**config.mk**
```make
export PLATFORM = sky130hd
export DESIGN_NAME = htebp_emitter
export DESIGN_NICKNAME = d
export VERILOG_FILES = /design/src/htebp_pkg.sv /design/src/htebp_emitter.sv
export SDC_FILE = /design/constraint.sdc
export NUM_CORES = 1
export LEC_CHECK = 0
export BUFFER_PORTS_ARGS = -buffer_cell sky130_fd_sc_hd__buf_2
export CAP_MARGIN = 15
export CORE_MARGIN = 5
export CORE_UTILIZATION = 48
export CTS_BUF_LIST = sky130_fd_sc_hd__clkbuf_8
export CTS_CLUSTER_DIAMETER = 40
export DETAILED_ROUTE_END_ITERATION = 7
export HOLD_SLACK_MARGIN = 0.15
export PLACE_DENSITY = 0.9
export SLEW_MARGIN = 15
export SYNTH_ARGS = -nofsm -noshare
export SYNTH_HDL_FRONTEND = slang
export SYNTH_SLANG_ARGS = --single-unit
```
**constraint.sdc**
```tcl
create_clock -name i_clk -period 3.9 [get_ports i_clk]
set_input_delay 0.195 -clock i_clk [delete_from_list [all_inputs] [get_ports i_clk]]
set_output_delay 0.195 -clock i_clk [all_outputs]
set_load 0.02 [all_outputs]
```
**src/htebp_pkg.sv**
```systemverilog
// Shared types and constants of the Huffman table encoder and bit packer.
package htebp_pkg;

    // Default configuration
    localparam int MAX_CODE_LEN_DEF = 32;
    localparam int SAMPLE_BITS_DEF  = 16;
    localparam int ACC_W_DEF        = 7 + MAX_CODE_LEN_DEF;

    // Fixed field widths
    localparam int MODE_W     = 2;
    localparam int SAMPLE_W   = 16;
    localparam int CODE_IN_W  = 32;
    localparam int LEN_IN_W   = 6;
    localparam int BYTE_W     = 8;
    localparam int BITS_W     = 4;
    localparam int TOTAL_W    = 32;
    localparam int CNT_W      = 4;
    localparam int PEND_W     = 7;
    localparam int PCNT_W     = 3;

    // Stream widths
    localparam int S_TDATA_W  = 56;
    localparam int S_TUSER_W  = MODE_W;
    localparam int M_TDATA_W  = 48;

    // Full output byte
    localparam logic [BITS_W-1:0] FULL_BYTE = BITS_W'(8);

    // Item kinds carried in the input tuser
    typedef enum logic [MODE_W-1:0] {
        MODE_LOAD   = 2'd0,
        MODE_ENCODE = 2'd1,
        MODE_FLUSH  = 2'd2
    } t_mode;

    // Result group handed from the packer stage to the byte emitter
    typedef struct packed {
        logic [CNT_W-1:0]   count;
        logic [BITS_W-1:0]  byte_bits;
        logic               last;
        logic               missing;
        logic [TOTAL_W-1:0] total;
    } t_emit_ctl;

endpackage

```
**src/htebp_emitter.sv**
```systemverilog
// Byte emitter: drains one packed result group as single output transactions.
module htebp_emitter #(
    parameter int DATA_W = htebp_pkg::ACC_W_DEF
) (
    input  logic                             i_clk,
    input  logic                             i_rst_n,
    input  logic                             i_req_valid,
    input  htebp_pkg::t_emit_ctl             i_req_ctl,
    input  logic [DATA_W-1:0]                i_req_data,
    output logic                             o_free,
    output logic                             o_tvalid,
    input  logic                             i_tready,
    // o_tdata: out_byte[7:0], byte_bits[11:8], total_bits[43:12], zero pad
    output logic [htebp_pkg::M_TDATA_W-1:0]  o_tdata,
    output logic                             o_tlast,
    // o_tuser: missing_code[0]
    output logic [0:0]                       o_tuser
);
    import htebp_pkg::*;

    localparam int NB_MAX = DATA_W / 8;
    localparam int PAD_W  = M_TDATA_W - BYTE_W - BITS_W - TOTAL_W;

    logic [CNT_W-1:0]   r_left;
    logic [DATA_W-1:0]  r_data;
    logic [BITS_W-1:0]  r_bits;
    logic               r_last;
    logic               r_miss;
    logic [TOTAL_W-1:0] r_total;

    logic               r_o_valid;
    logic [BYTE_W-1:0]  r_o_byte;
    logic [BITS_W-1:0]  r_o_bits;
    logic [TOTAL_W-1:0] r_o_total;
    logic               r_o_last;
    logic               r_o_miss;

    logic               pop;

    // Move one result into the output register when it is empty or being taken
    assign pop    = (r_left != '0) && (!r_o_valid || i_tready);
    assign o_free = (r_left == '0) || ((r_left == CNT_W'(1)) && pop);

    // Control: remaining results and output valid
    always_ff @(posedge i_clk) begin
        if (!i_rst_n) begin
            r_left    <= '0;
            r_o_valid <= 1'b0;
        end else begin
            if (i_req_valid) begin
                r_left <= i_req_ctl.count;
            end else if (pop) begin
                r_left <= r_left - CNT_W'(1);
            end
            if (pop) begin
                r_o_valid <= 1'b1;
            end else if (i_tready) begin
                r_o_valid <= 1'b0;
            end
        end
    end

    // Payload: load a new group, shift out one byte per pop
    always_ff @(posedge i_clk) begin
        if (i_req_valid) begin
            r_data  <= i_req_data;
            r_bits  <= i_req_ctl.byte_bits;
            r_last  <= i_req_ctl.last;
            r_miss  <= i_req_ctl.missing;
            r_total <= i_req_ctl.total;
        end else if (pop) begin
            r_data <= r_data >> 8;
        end
        if (pop) begin
            r_o_byte  <= r_data[BYTE_W-1:0];
            r_o_bits  <= r_bits;
            r_o_total <= r_total;
            r_o_last  <= r_last;
            r_o_miss  <= r_miss;
        end
    end

    assign o_tvalid   = r_o_valid;
    assign o_tdata    = {{PAD_W{1'b0}}, r_o_total, r_o_bits, r_o_byte};
    assign o_tlast    = r_o_last;
    assign o_tuser[0] = r_o_miss;

`ifndef NO_ASSERTIONS
    a_req_when_free: assert property (@(posedge i_clk) disable iff (!i_rst_n)
        i_req_valid |-> o_free)
        else $error("emitter loaded while still busy");

    a_left_bound: assert property (@(posedge i_clk) disable iff (!i_rst_n)
        r_left <= CNT_W'(NB_MAX))
        else $error("emitter result count beyond accumulator bytes");

    a_miss_empty: assert property (@(posedge i_clk) disable iff (!i_rst_n)
        (r_o_valid && r_o_miss) |-> (r_o_bits == '0 && r_o_byte == '0 && !r_o_last))
        else $error("missing-code result carries data");
`endif

endmodule

```
==> impl_metrics.yaml <==
run_status:
  run_status: "completed"
floorplan:
  die_x_um: 107
  die_h_um: 107
  start_util_pct: 48.8
  pin_count: 137
  coreArea_sq_um: 9150
  core.rowCount: 35
  dieArea_sq_um: 11300
worst_setup_path:
  critPathKind: "flop to flop"
  reg2regPathDepth: 7
  endpoint_kind: "flop"
  arrival_ps: 2680
  start_kind: "flop"
  r2r_setup_slack_ps: 1510
  timing.rr.start: "r_left[0]"
  regToRegEndpoint: "r_left[1]"
  crit_fanout: 47
  critical_path_required_ps: 4190
sta:
  tns_ps: 0
  timing.final.ws_setup_ps: 1510
  fin_crit_sh_pct: 61.2
  rsz0062_at_grt: "false"
  setup-violations-final: 0
  hold_viol: 0
  skew_ps: 14.2
  worstMarginPinSlew_ps: 883
  drv_slew: 0
  slew_headroom_pct: 41.1
  max_freq_mhz: 419
  fin_crit_ps: 2390
cells_and_area:
  drive_above_1_share_pct: 43.6
  diodes: 0
  final_core_utilization_pct: 70.4
  fin_area_sq_um: 6450
  layout.nets: 527
  n_fill_cell: 584
  syn_to_final_growth_pct: 44.2
  fin_cells: 563
min_path:
  hp-start: "i_req_valid"
  whs_path_depth: 1
  hp-class: "primary input to flop"
  hold_end: "r_total[11]"
yosys:
  synth_edf_count: 123
  synth_top_area_share_pct: 82.6
  syn_inst: 209
  syn_area_sq_um: 4470
  async_reset_ff_share_pct: 0
  synth_warnings: 0
  ys.flop_type: "edfxtp_1"
  yosysTopAreaCell: "edfxtp_1"
  synthTopCellsByCount: "123 x edfxtp_1, 31 x mux2_2, 8 x and2_1"
  syn_avg_cell_area_sq_um: 21.4
  ys_ff_latch: 128
  synth_seq_area_share_pct: 84.9
  yosysUniqueCellTypes: 30
  synthTopCellsByArea: "edfxtp_1 83%, mux2_2 7.8%, dfxtp_1 2.2%"
  yosysMostFrequentCell: "edfxtp_1"
cts:
  cts_resized: 0
  hold_buffers: 84
  cts_tree: "yes"
  htree_levels: 4
  cts_buffers: 17
  cts.clk_slew.worst_paths_ps: 70
  cts_root_buf: "clkbuf_8"
  post_cts_buffers: 0
  clock_sinks: 128
  cts.path.max_buffers: 2
  clk_latency_ps: 410
detailed_routing:
  via_per_inst: 4.79
  routed_wl_um: 9600
  drcViolationCount: 0
  vias: 2694
  antenna_left: 0
  firstDrtPassIters: 5
  dr.first_iter.drc_count: 92
  wl_per_cell_um: 17.1
power:
  p_sw_share_pct: 24.9
  power.density_nw_per_um2: 500
  internal-power_uw: 2420
  combPwrFrac_pct: 13.9
  power.share.clock_pct: 30.8
  p_leak_uw: 0.00258
  vdd_ir_drop_max_mv: 0.279
  power_switching_uw: 801
  p_seq_share_pct: 55.3
global_route:
  busiest_layer: "met2"
  grt_pass1_vias: 2945
  antenna_found_initial: 0
  met2_usage_pct: 30.5
  grt_pass1_wl_um: 14800
  grtUsageTotal_pct: 17.6
  overflow: 0
  met3_usage_pct: 6.19
  use_met1_pct: 20.1
  grt_max_degree: 48
place:
  placed_cell_area_sq_um: 5250
  dp.cells: 448
  place_ws_ps: 1720
  place_congestion: 0.725
  dp_hpwl_um: 5450
  port_buffers: 132
run:
  maxCapViolCount: 0
==> worst max-delay path by stage <==
stage | cells past startpoint | end | start | slack, ps
2_1_floorplan | 5 | r_data[0] | r_left[0] | 730
3_3_place_gp | 5 | r_data[6] | r_left[0] | 1840
3_5_place_dp | 5 | r_data[5] | r_left[0] | 1720
4_1_cts | 7 | r_left[1] | r_left[0] | 1510
5_1_grt | 7 | r_left[1] | r_left[0] | 1300
6_report | 7 | r_left[1] | r_left[0] | 1510
==> layout by cell type, fill, tap and decap left out, drive strengths merged, types with 2 or more instances in the layout <==
| cell | n |
|---|---|
| edfxtp | 123 |
| dfxtp | 5 |
| o311a | 3 |
| nand2b | 4 |
| nor2 | 2 |
| a21oi | 2 |
| ha | 2 |
| buf | 134 |
| clkbuf | 17 |
| clkinvlp | 4 |
| nor3 | 2 |
| mux2 | 31 |
| and2 | 8 |
| conb | 4 |
| clkinv | 6 |
| dlygate4sd3 | 84 |
| inv | 5 |
==> kinds of logic after synthesis <==
logic type / after synthesis / share of synthesized area, %
flops: 128 / 84.9
mux: 31 / 7.81
compound gates: 9 / 1.60
buf+inv: 11 / 1.37
other cells: 1 / 0.0839
simple gates: 27 / 3.72
fa+ha+maj: 2 / 0.560
==> cell type report <==
cell class | count | area [sq um] | share of cell area (%)
timing repair buffer | 218 | 1520 | 23.6
clock buffer | 17 | 234 | 3.63
sequential | 128 | 3790 | 58.9
inverter | 2 | 7.51 | 0.116
multi-input combinational | 73 | 634 | 9.84
tap | 111 | 139 | 2.15
clock inverter | 14 | 119 | 1.84
==> sequential cells by signal (all words and copies together), names as in the netlist <==
signal / flops
r_o_byte: 8
o_tuser: 1
r_o_total: 32
o_tlast: 1
r_total: 32
o_tvalid: 1
r_last: 1
r_bits: 4
r_miss: 1
r_left: 4
r_o_bits: 4
r_data: 39
==> through the flow <==
step | total power, uW | hold slack, ps
floorplan | 2030 | 294
finish | 3220 | 282
global route | 3360 | 268
global placement | 2170 | 373
CTS | 3240 | 249
detailed placement | 2190 | 373
==> power by group through the flow <==
stage | clock (uW) | combinational [uW] | sequential, uW
floorplan | 0 | 126 | 1900
CTS | 1020 | 447 | 1780
global placement | 0 | 371 | 1800
global route | 1080 | 481 | 1800
finish | 992 | 448 | 1780
detailed placement | 0 | 380 | 1810
==> routing by layer <==
layer,vias up,part of all wire [%],wire [um]
met2,133,51,4930
li1,1276,-,-
met4,0,2.7,257
met3,25,7.7,735
met5,-,0,0
met1,1260,38,3680
==> critical path: stages (launching register included) <==
cell           delay, ps
dfxtp_1              390
inv_1                 80
ha_1                 270
nor3b_1              210
nor2_4                90
buf_4                480
o211ai_1             180
dlygate4sd3_1        580
(Power assumes the default switching activity.)
